## config.mk

```make
export PLATFORM = sky130hd
export DESIGN_NAME = los_cordic
export DESIGN_NICKNAME = d
export VERILOG_FILES = /design/src/hdl/los_pkg.sv /design/src/hdl/los_cordic.sv
export SDC_FILE = /design/constraint.sdc
export NUM_CORES = 1
export LEC_CHECK = 0
export ABC_AREA = 1
export BUFFER_PORTS_ARGS = -buffer_cell sky130_fd_sc_hd__buf_2
export CAP_MARGIN = 10
export CORE_UTILIZATION = 48
export CTS_CLUSTER_DIAMETER = 150
export DETAILED_ROUTE_END_ITERATION = 10
export PLACE_DENSITY = 0.65
export SLEW_MARGIN = 20
export SYNTH_ARGS = -nofsm -noshare
export SYNTH_HDL_FRONTEND = slang
export SYNTH_SLANG_ARGS = --single-unit
export TNS_END_PERCENT = 30
```

## constraint.sdc

```tcl
create_clock -name clock -period 5.9 [get_ports clock]
set_input_delay 0.885 -clock clock [delete_from_list [all_inputs] [get_ports clock]]
set_output_delay 0.885 -clock clock [all_outputs]
set_load 0.03 [all_outputs]
```

## src/hdl/los_pkg.sv

```systemverilog
`timescale 1ns / 1ps
// ----------------------------------------------------------------------------
// Line-of-sight package
// Shared constants, payload types, the arctangent table and the back-end
// state type for the line-of-sight test block.
// ----------------------------------------------------------------------------
package los_pkg;

   localparam int MAX_WALLS    = 64;
   localparam int WALL_IDX_W   = $clog2(MAX_WALLS);
   localparam int WALL_CNT_W   = 7;
   localparam int COORD_BITS   = 16;
   localparam int DIFF_W       = COORD_BITS + 1;
   localparam int PROD_W       = 2 * DIFF_W;
   localparam int CROSS_W      = PROD_W + 1;
   localparam int ANGLE_BITS   = 16;
   localparam int ACC_W        = 32;
   localparam int CORDIC_STEPS = 30;
   localparam int STEP_W       = $clog2(CORDIC_STEPS);
   localparam int CORDIC_SHIFT = 61 - COORD_BITS;
   localparam int FIFO_DEPTH   = 2;
   localparam int CSR_DATA_W   = 16;

   // Register indexes on the configuration port.
   localparam logic CSR_WALL_COUNT = 1'b0;
   localparam logic CSR_FOV_HALF   = 1'b1;

   // Request modes.
   localparam logic MODE_LOAD  = 1'b0;
   localparam logic MODE_QUERY = 1'b1;

   typedef struct packed {
      logic                          mode;
      logic [WALL_IDX_W-1:0]         wall_index;
      logic signed [COORD_BITS-1:0]  wall_x0;
      logic signed [COORD_BITS-1:0]  wall_y0;
      logic signed [COORD_BITS-1:0]  wall_x1;
      logic signed [COORD_BITS-1:0]  wall_y1;
      logic signed [COORD_BITS-1:0]  player_x;
      logic signed [COORD_BITS-1:0]  player_y;
      logic [ANGLE_BITS-1:0]         facing_angle;
      logic signed [COORD_BITS-1:0]  aim_x;
      logic signed [COORD_BITS-1:0]  aim_y;
   } req_type;

   typedef struct packed {
      logic                  visible;
      logic                  in_fov;
      logic                  blocked;
      logic [WALL_IDX_W-1:0] blocking_wall;
   } rsp_type;

   typedef struct packed {
      logic signed [COORD_BITS-1:0] x0;
      logic signed [COORD_BITS-1:0] y0;
      logic signed [COORD_BITS-1:0] x1;
      logic signed [COORD_BITS-1:0] y1;
   } wall_type;

   // Classified request as it sits in the queue.
   typedef struct packed {
      logic                         is_load;
      logic [WALL_IDX_W-1:0]        wall_index;
      wall_type                     wall;
      logic signed [COORD_BITS-1:0] player_x;
      logic signed [COORD_BITS-1:0] player_y;
      logic signed [COORD_BITS-1:0] aim_x;
      logic signed [COORD_BITS-1:0] aim_y;
      logic [ANGLE_BITS-1:0]        facing_angle;
      logic                         at_player;
      logic                         half_turn;
      logic signed [DIFF_W-1:0]     u0;
      logic signed [DIFF_W-1:0]     v0;
   } item_type;

   typedef enum logic {
      ST_IDLE,
      ST_RUN
   } back_state_type;

   // atan(2^-i) in 2^32-per-turn units.
   function automatic logic [ACC_W-1:0] atan_lut(input logic [STEP_W-1:0] i);
      logic [ACC_W-1:0] r;
      begin
         case (i)
            5'd0:  r = 32'h20000000;
            5'd1:  r = 32'h12E4051E;
            5'd2:  r = 32'h09FB385B;
            5'd3:  r = 32'h051111D4;
            5'd4:  r = 32'h028B0D43;
            5'd5:  r = 32'h0145D7E1;
            5'd6:  r = 32'h00A2F61E;
            5'd7:  r = 32'h00517C55;
            5'd8:  r = 32'h0028BE53;
            5'd9:  r = 32'h00145F2F;
            5'd10: r = 32'h000A2F98;
            5'd11: r = 32'h000517CC;
            5'd12: r = 32'h00028BE6;
            5'd13: r = 32'h000145F3;
            5'd14: r = 32'h0000A2F9;
            5'd15: r = 32'h0000517D;
            5'd16: r = 32'h000028BE;
            5'd17: r = 32'h0000145F;
            5'd18: r = 32'h00000A30;
            5'd19: r = 32'h00000518;
            5'd20: r = 32'h0000028C;
            5'd21: r = 32'h00000146;
            5'd22: r = 32'h000000A3;
            5'd23: r = 32'h00000051;
            5'd24: r = 32'h00000029;
            5'd25: r = 32'h00000014;
            5'd26: r = 32'h0000000A;
            5'd27: r = 32'h00000005;
            5'd28: r = 32'h00000003;
            5'd29: r = 32'h00000001;
            default: r = '0;
         endcase
         return r;
      end
   endfunction

endpackage

```

## src/hdl/los_cordic.sv

```systemverilog
`timescale 1ns / 1ps
// ----------------------------------------------------------------------------
// Line-of-sight bearing unit
// Vectoring CORDIC, one micro-rotation per cycle, giving the target bearing.
// ----------------------------------------------------------------------------
module los_cordic (
   input  logic                                    clock,
   input  logic                                    reset,
   input  logic                                    begin_run,
   input  logic                                    at_player,
   input  logic                                    half_turn,
   input  logic signed [los_pkg::DIFF_W-1:0]       u0,
   input  logic signed [los_pkg::DIFF_W-1:0]       v0,
   output logic                                    done,
   output logic [los_pkg::ANGLE_BITS-1:0]          bearing
);
   import los_pkg::*;

   localparam int W = 64;

   logic signed [W-1:0] u_ff, u_in, v_ff, v_in;
   logic [ACC_W-1:0]    acc_ff, acc_in;
   logic [STEP_W-1:0]   step_ff, step_in;
   logic                running_ff, running_in;
   logic                done_ff, done_in;
   logic                zero_ff, zero_in;
   logic signed [W-1:0] du, dv;
   logic [ACC_W-1:0]    rounded;

   always_comb begin
      u_in       = u_ff;
      v_in       = v_ff;
      acc_in     = acc_ff;
      step_in    = step_ff;
      running_in = running_ff;
      done_in    = done_ff;
      zero_in    = zero_ff;
      du         = v_ff >>> step_ff;
      dv         = u_ff >>> step_ff;
      if (begin_run) begin
         u_in       = W'(u0) <<< CORDIC_SHIFT;
         v_in       = W'(v0) <<< CORDIC_SHIFT;
         acc_in     = {half_turn, {(ACC_W-1){1'b0}}};
         step_in    = '0;
         zero_in    = at_player;
         running_in = !at_player;
         done_in    = at_player;
      end else if (running_ff) begin
         if (!v_ff[W-1]) begin
            u_in   = u_ff + du;
            v_in   = v_ff - dv;
            acc_in = acc_ff + atan_lut(step_ff);
         end else begin
            u_in   = u_ff - du;
            v_in   = v_ff + dv;
            acc_in = acc_ff - atan_lut(step_ff);
         end
         step_in = step_ff + 1'b1;
         if (step_ff == STEP_W'(CORDIC_STEPS - 1)) begin
            running_in = 1'b0;
            done_in    = 1'b1;
         end
      end
   end

   always_ff @(posedge clock) begin
      if (reset) begin
         running_ff <= 1'b0;
         done_ff    <= 1'b0;
      end else begin
         running_ff <= running_in;
         done_ff    <= done_in;
      end
   end

   always_ff @(posedge clock) begin
      u_ff    <= u_in;
      v_ff    <= v_in;
      acc_ff  <= acc_in;
      step_ff <= step_in;
      zero_ff <= zero_in;
   end

   assign rounded = acc_ff + (ACC_W'(1) << (ACC_W - 1 - ANGLE_BITS));
   assign done    = done_ff;
   assign bearing = zero_ff ? '0 : rounded[ACC_W-1 -: ANGLE_BITS];

endmodule

```

==> flow_summary.yaml, run 1 <==
run_status:
  status: "complete, no violations"
setup_path:
  crit_required_ps: 6170
  cp_top_family: "simple AND/OR/NAND/NOR gates"
  slowest_delay_ps: 670
  end_kind: "register"
  critPathKind: "register to register"
  worst-path-buf-inv: 3
  timing.critical_path.mode_cell: "nand3_1"
  path_cells: "inv_4 > buf_12 > buf_12 > nand2_1 > nand3_1 > nand3_1 > nand3_1 > nand3_1 > nand4_1 > nor2_1 > nand3_1 > nor3b_1 > nand3_1 > nand2_1 > a21oi_1 > ha_1 > a21oi_1 > o21ai_0 > a221oi_1 > o21ai_0 > a21oi_1 > nand2_1 > o21ai_0 > nand2_1"
  arrival_ps: 5760
  slowest_stage: "nor3b_1"
  worst-path-max-fanout: 65
  worstSetupStartpointType: "register"
cts:
  cts_hold_buf: 0
  htree_num_levels: 4
  clk_path_buf_depth: 2
  numCtsBuffers: 17
  numClockSinks: 198
  clkLatencyLatePin_ps: 530
  cts_tree: "built"
  clockRootBuffer: "clkbuf_16"
  clk_pin_slew_ps: 100
logic_synthesis:
  yosysWarnings: 0
  yosysSeqAreaShare_pct: 14.5
  yosysUniqueCellTypes: 59
  synthArstFlopShare_pct: 0
  syn_area_per_cell_sq_um: 5.69
  ys.flop_type: "dfxtp_1"
  synthCells: 5281
  syn-num-nets: 5496
  ys_ff_latch: 198
  netlist_area_sq_um: 30000
  synth_edf_count: 40
sta:
  period_minus_slack_ps: 5490
  fin_crit_sh_pct: 93.0
  relSlewSlack_pct: 35.9
  setup_slack_ps: 413
  fmax_mhz: 182
  finClkSkew_ps: 30.1
  hold_viol: 0
  finalMaxSlewViolations: 0
  rsz0062_at_grt: "false"
  fin_tns_setup_ps: 0
  setup_viol_count_final: 0
  worst_slew_pin_slew_ps: 961
  timing.hold.ws_ps: 478
final_layout:
  antenna_cells: 0
  drive_gt1_share_pct: 6.80
  fin_nets: 5434
  areaGrowthSynthToFinish_pct: 5.35
  final_core_util_pct: 51.3
hold_path:
  hp-class: "register to register"
power_and_ir_drop:
  power_density_nw_per_um2: 431
  ir_worst_vdd_uv: 213
  power_uw: 13600
  leakage_uw: 0.0152
place:
  dp_slack_ps: 412
  port_buffers: 55
  dp_hpwl_mm: 97.4
  globalplace.congestion: 1.04
route:
  wl_per_cell_um: 19.7
  drt_pass1_iterations: 6
  vias: 35600
  wl_mm: 120
  viasPerCell: 5.87
  ant_nets: 0
  drtIter0Drc: 4174
  drc: 0
die:
  dieWidth_um: 252
  dieHeight_um: 252
  core_sq_um: 61700
  num_rows: 91
  top_level_ports: 56
  dieArea_sq_um: 63600
  initial_utilization_pct: 48.7
global_route:
  grt_max_degree: 123
  grt_pass1_wl_mm: 184
  overflow: 0
  first_global_vias: 32000
  globalRouteTotalUtil_pct: 37.1
  antenna_found_initial: 1
flow_run:
  cap_violations: 0
## kinds of logic (layout without fill, tap and decap cells)
logic type / Yosys count / count (layout) / share of synthesized area, %
compound gates: 839 / 839 / 15.6
xor+xnor: 218 / 218 / 6.36
fa+ha+maj: 176 / 176 / 7.41
buf+inv: 677 / 628 / 9.49
flops: 198 / 198 / 14.5
simple gates: 3173 / 3173 / 46.7
## tightest hold or removal path, cell delays in order (launching register included)
cell and delay, ps:
dfxtp_1 350, nand2_1 50, o21ai_0 50
## what timing repair did
item / 4_1_cts / 5_1_grt
endpoints found under the setup margin: 0 / 25
gates resized for setup: 0 / 3
setup buffers: 0 / 3
## cell usage after synthesis (all sizes together), types with 3 or more instances
master / count / area share [%]
nand2: 1542 / 20
nand3: 944 / 16
nor2: 525 / 7.3
inv: 466 / 5.8
o21ai: 359 / 6.1
a21oi: 306 / 5.1
ha: 173 / 7.2
dfxtp: 158 / 11
xor2: 144 / 4.2
buf: 137 / 2.7
xnor2: 74 / 2.2
clkbuf: 70 / 0.87
nor3: 59 / 1.1
nand4: 49 / 1.0
edfxtp: 40 / 4.0
o21a: 28 / 0.70
o21bai: 26 / 0.65
a31oi: 25 / 0.52
o22ai: 18 / 0.37
nor4: 13 / 0.27
nor3b: 12 / 0.30
a211oi: 11 / 0.27
a21o: 11 / 0.27
o221ai: 11 / 0.32
a21boi: 10 / 0.25
or2: 10 / 0.21
a221oi: 8 / 0.23
and2: 8 / 0.17
o211ai: 7 / 0.17
o31ai: 6 / 0.15
nand3b: 5 / 0.12
a22o: 4 / 0.12
clkinv: 4 / 0.050
and3: 3 / 0.062
fa: 3 / 0.20
o2111ai: 3 / 0.087
## routing by layer
metal  wire [um]  part of all wire [%]  global-route usage, %
met3        9240                   7.7                   5.32
met2       51400                    43                   57.5
met5          11                0.0092                      0
met4        5720                   4.8                   16.9
met1       53500                    45                   50.8
## layout by cell type, fill, tap and decap left out, types with 9 or more instances in the layout
cell type / n
a211oi_1: 11
a21boi_0: 10
a21o_1: 11
a21oi_1: 302
a31oi_1: 25
buf_12: 12
buf_2: 55
buf_4: 59
clkbuf_16: 17
dfxtp_1: 153
edfxtp_1: 40
ha_1: 173
inv_1: 431
inv_2: 28
nand2_1: 1495
nand2_2: 42
nand3_1: 912
nand3_2: 31
nand4_1: 49
nor2_1: 479
nor2_2: 27
nor2_4: 15
nor3_1: 51
nor3b_1: 12
nor4_1: 12
o21a_1: 28
o21ai_0: 322
o21ai_1: 28
o21ai_2: 9
o21bai_1: 26
o221ai_1: 11
o22ai_1: 18
or2_2: 9
xnor2_1: 74
xor2_1: 144
## where the power goes
part / internal (uW) / switching (uW) / total, uW
logic: 3300 / 7030 / 10300
clock network: 593 / 748 / 1340
registers: 1580 / 369 / 1950
## worst paths after layout
path                           startpoint                     end  slack, ps  cells past startpoint
setup reg to reg  step_ff[0]$_SDFFE_PP0P_      v_ff[62]$_DFFE_PP_        410                     24
setup / recovery  step_ff[0]$_SDFFE_PP0P_      v_ff[62]$_DFFE_PP_        410                     24
hold / removal     acc_ff[6]$_SDFFE_PP0P_  acc_ff[6]$_SDFFE_PP0P_        480                      2
hold reg to reg    acc_ff[6]$_SDFFE_PP0P_  acc_ff[6]$_SDFFE_PP0P_        480                      2
## through the flow
step / instance area, sq um / instances
3_5_place_dp: 31000 / 6034
2_1_floorplan: 30000 / 5281
6_report: 31600 / 6069
3_3_place_gp: 31000 / 6034
4_1_cts: 31600 / 6066
5_1_grt: 31600 / 6069
## cell type report
| cell class | instances | area [sq um] |
|---|---|---|
| tap | 837 | 1050 |
| fill | 6892 | 30100 |
| sequential | 198 | 4380 |
| clock inverter | 15 | 198 |
| multi-input combinational | 4406 | 22900 |
| clock buffer | 17 | 425 |
| inverter | 470 | 1780 |
| timing repair buffer | 126 | 958 |
No activity file was read; power rests on OpenSTA's default activity.
==> run 2, diff against run 1 <==
--- a/config.mk
+++ b/config.mk
@@ -6,12 +6,13 @@
 export NUM_CORES = 1
 export LEC_CHECK = 0
 export ABC_AREA = 1
+export ABC_CLOCK_PERIOD_IN_PS = 6700
 export BUFFER_PORTS_ARGS = -buffer_cell sky130_fd_sc_hd__buf_2
 export CAP_MARGIN = 10
 export CORE_UTILIZATION = 48
 export CTS_CLUSTER_DIAMETER = 150
 export DETAILED_ROUTE_END_ITERATION = 10
-export PLACE_DENSITY = 0.65
+export PLACE_DENSITY_LB_ADDON = 0.2
 export SLEW_MARGIN = 20
 export SYNTH_ARGS = -nofsm -noshare
 export SYNTH_HDL_FRONTEND = slang
==> constraint.sdc (replaced) <==
create_clock -name clock -period 6.7 [get_ports clock]
set_input_delay 1.005 -clock clock [delete_from_list [all_inputs] [get_ports clock]]
set_output_delay 1.005 -clock clock [all_outputs]
set_load 0.03 [all_outputs]
==> run 2 against run 1 <==
  * Via count about the same
  * Critical path depth increased by 3
  * Clock skew fell by 5.3 ps
  * First-iteration DRC count rose by 2.5%
  * Largest power group unchanged
  * Register-to-register slack better by 140 ps
==> flow_summary.yaml, run 2 (same netlist as run 1, synthesis figures left out) <==
run_status:
  status: "complete, no violations"
global_route:
  grt_pass1_wl_mm: 184
  globalRouteTotalUtil_pct: 37.3
  use_met3_pct: 6.79
  grt-busiest-layer: "met2"
  first_global_vias: 31800
  overflow: 0
  met2_usage_pct: 58.2
  grt_max_degree: 133
  grtUsageMet1_pct: 50.5
  antenna_found_initial: 3
final_layout:
  drive_gt1_share_pct: 6.30
  regArea_sq_um: 4380
  n_fill_cell: 6868
  final_core_util_pct: 50.9
  layout_common_cells: "1,495 x nand2_1, 912 x nand3_1, 480 x nor2_1"
  multiInputGateArea_sq_um: 22800
  areaGrowthSynthToFinish_pct: 4.67
  stdcell_area_sq_um: 31400
  fin_nets: 5409
  antenna_cells: 0
  layout_commonest_cell: "nand2_1"
setup_path:
  worst-path-max-fanout: 34
  end_kind: "register"
  worstSetupEndpoint: "v_ff[45]$_DFFE_PP_"
  timing.critical_path.mode_cell: "nand2_1"
  critical_path.startpoint: "step_ff[2]$_SDFFE_PP0P_"
  critPathKind: "register to register"
  rrSetupSlack_ps: 550
  slowest_stage: "buf_4"
  r2r-start: "step_ff[2]$_SDFFE_PP0P_"
  reg2reg_depth: 27
  worstSetupStartpointType: "register"
  crit_required_ps: 6980
  arrival_ps: 6430
  r2r-end: "v_ff[45]$_DFFE_PP_"
  slowest_delay_ps: 460
die:
  dieArea_sq_um: 63600
  core_sq_um: 61700
  initial_utilization_pct: 48.7
  num_rows: 91
  top_level_ports: 56
  dieHeight_um: 252
  dieWidth_um: 252
power_and_ir_drop:
  combPwrFrac_pct: 75.3
  power_density_nw_per_um2: 379
  swShare_pct: 59.9
  clock_power_share_pct: 10.2
  power_switching_uw: 7130
  seq_power_share_pct: 14.5
  power_uw: 11900
  internal-power_uw: 4770
  ir_worst_vdd_uv: 250
  leakage_uw: 0.0151
place:
  port_buffers: 55
  globalplace.congestion: 1.05
  dp_slack_ps: 843
  dpl_cell_area_sq_um: 30800
  dp_hpwl_mm: 97.6
route:
  viasPerCell: 5.89
  wl_mm: 120
  drt_pass1_iterations: 7
  ant_nets: 0
  vias: 35600
  wl_per_cell_um: 19.8
  drtIter0Drc: 4279
  drc: 0
sta:
  relSlewSlack_pct: 31.6
  setup_viol_count_final: 0
  finalMaxSlewViolations: 0
  fmax_mhz: 163
  hold_viol: 0
  worst_slew_pin_slew_ps: 1030
  setup_slack_ps: 553
  period_minus_slack_ps: 6150
  finClkSkew_ps: 24.7
  fin_tns_setup_ps: 0
  rsz0062_at_grt: "false"
  fin_crit_sh_pct: 91.8
flow_run:
  cap_violations: 0
cts:
  numCtsBuffers: 17
  cts_tree: "built"
  htree_num_levels: 4
  cts_resized: 0
  numClockSinks: 198
  cts_hold_buf: 0
  clkLatencyLatePin_ps: 520
  clk_path_buf_depth: 2
  post_cts_buffers: 0
  clockRootBuffer: "clkbuf_16"
  clk_pin_slew_ps: 100
hold_path:
  hp-class: "register to register"
  min_from: "acc_ff[12]$_SDFFE_PP0P_"
-- run 2: cell count changes in the layout (fill, tap and decap cells not counted), moves of 2 or more --
cell | before | now
buf_4 | 59 | 38
inv_16 | 0 | 5
buf_12 | 12 | 8
inv_12 | 6 | 2
clkinv_8 | 2 | 5
inv_6 | 3 | 1
-- run 2: how the worst min path moves through the flow --
stage | end | slack (ps) | depth (start not counted)
6_report | acc_ff[12]$_SDFFE_PP0P_ | 480 | 2
5_1_grt | acc_ff[14]$_SDFFE_PP0P_ | 510 | 2
4_1_cts | acc_ff[7]$_SDFFE_PP0P_ | 480 | 2
3_5_place_dp | acc_ff[5]$_SDFFE_PP0P_ | 460 | 2
3_3_place_gp | acc_ff[5]$_SDFFE_PP0P_ | 450 | 2
2_1_floorplan | acc_ff[10]$_SDFFE_PP0P_ | 430 | 2
-- run 2: through the flow --
step / std cells / hold WS [ps]
final: 6044 / 481
after global routing: 6044 / 507
after CTS: 6044 / 481
after detailed placement: 6012 / 458
after global placement: 6012 / 449
after floorplan: 5281 / 435
-- run 2: routing by layer --
layer  vias to the layer above  part of all wire [%]
li1                      17500                     -
met1                     16200                    44
met2                      1676                    43
met3                       221                   8.7
met4                         0                   4.3
met5                         -                     0
-- run 2: layout make-up --
cell class | instances | area share (%)
clock buffer | 17 | 1.35
clock inverter | 15 | 0.780
inverter | 470 | 5.66
multi-input combinational | 4406 | 72.6
sequential | 198 | 13.9
tap | 837 | 3.33
timing repair buffer | 101 | 2.29
-- run 2: power by group through the flow --
| stage | Combinational (uW) | Sequential, uW | Clock (uW) |
|---|---|---|---|
| after CTS | 8740 | 1710 | 1230 |
| after global placement | 8710 | 1740 | 0 |
| after detailed placement | 8690 | 1740 | 0 |
| after global routing | 9860 | 1720 | 1280 |
| final | 8970 | 1720 | 1210 |
| after floorplan | 6390 | 1550 | 0 |
-- run 2: worst max-delay path, delay by kind of cell, from the launching register on --
family	cells	cell delay (ps)
XOR/XNOR	1	210
flip-flops	1	380
AND/OR/NAND/NOR	10	1360
buffers and inverters	5	1250
adder cells (fa/ha/maj)	2	610
AO/OA/AOI/OAI	9	2040
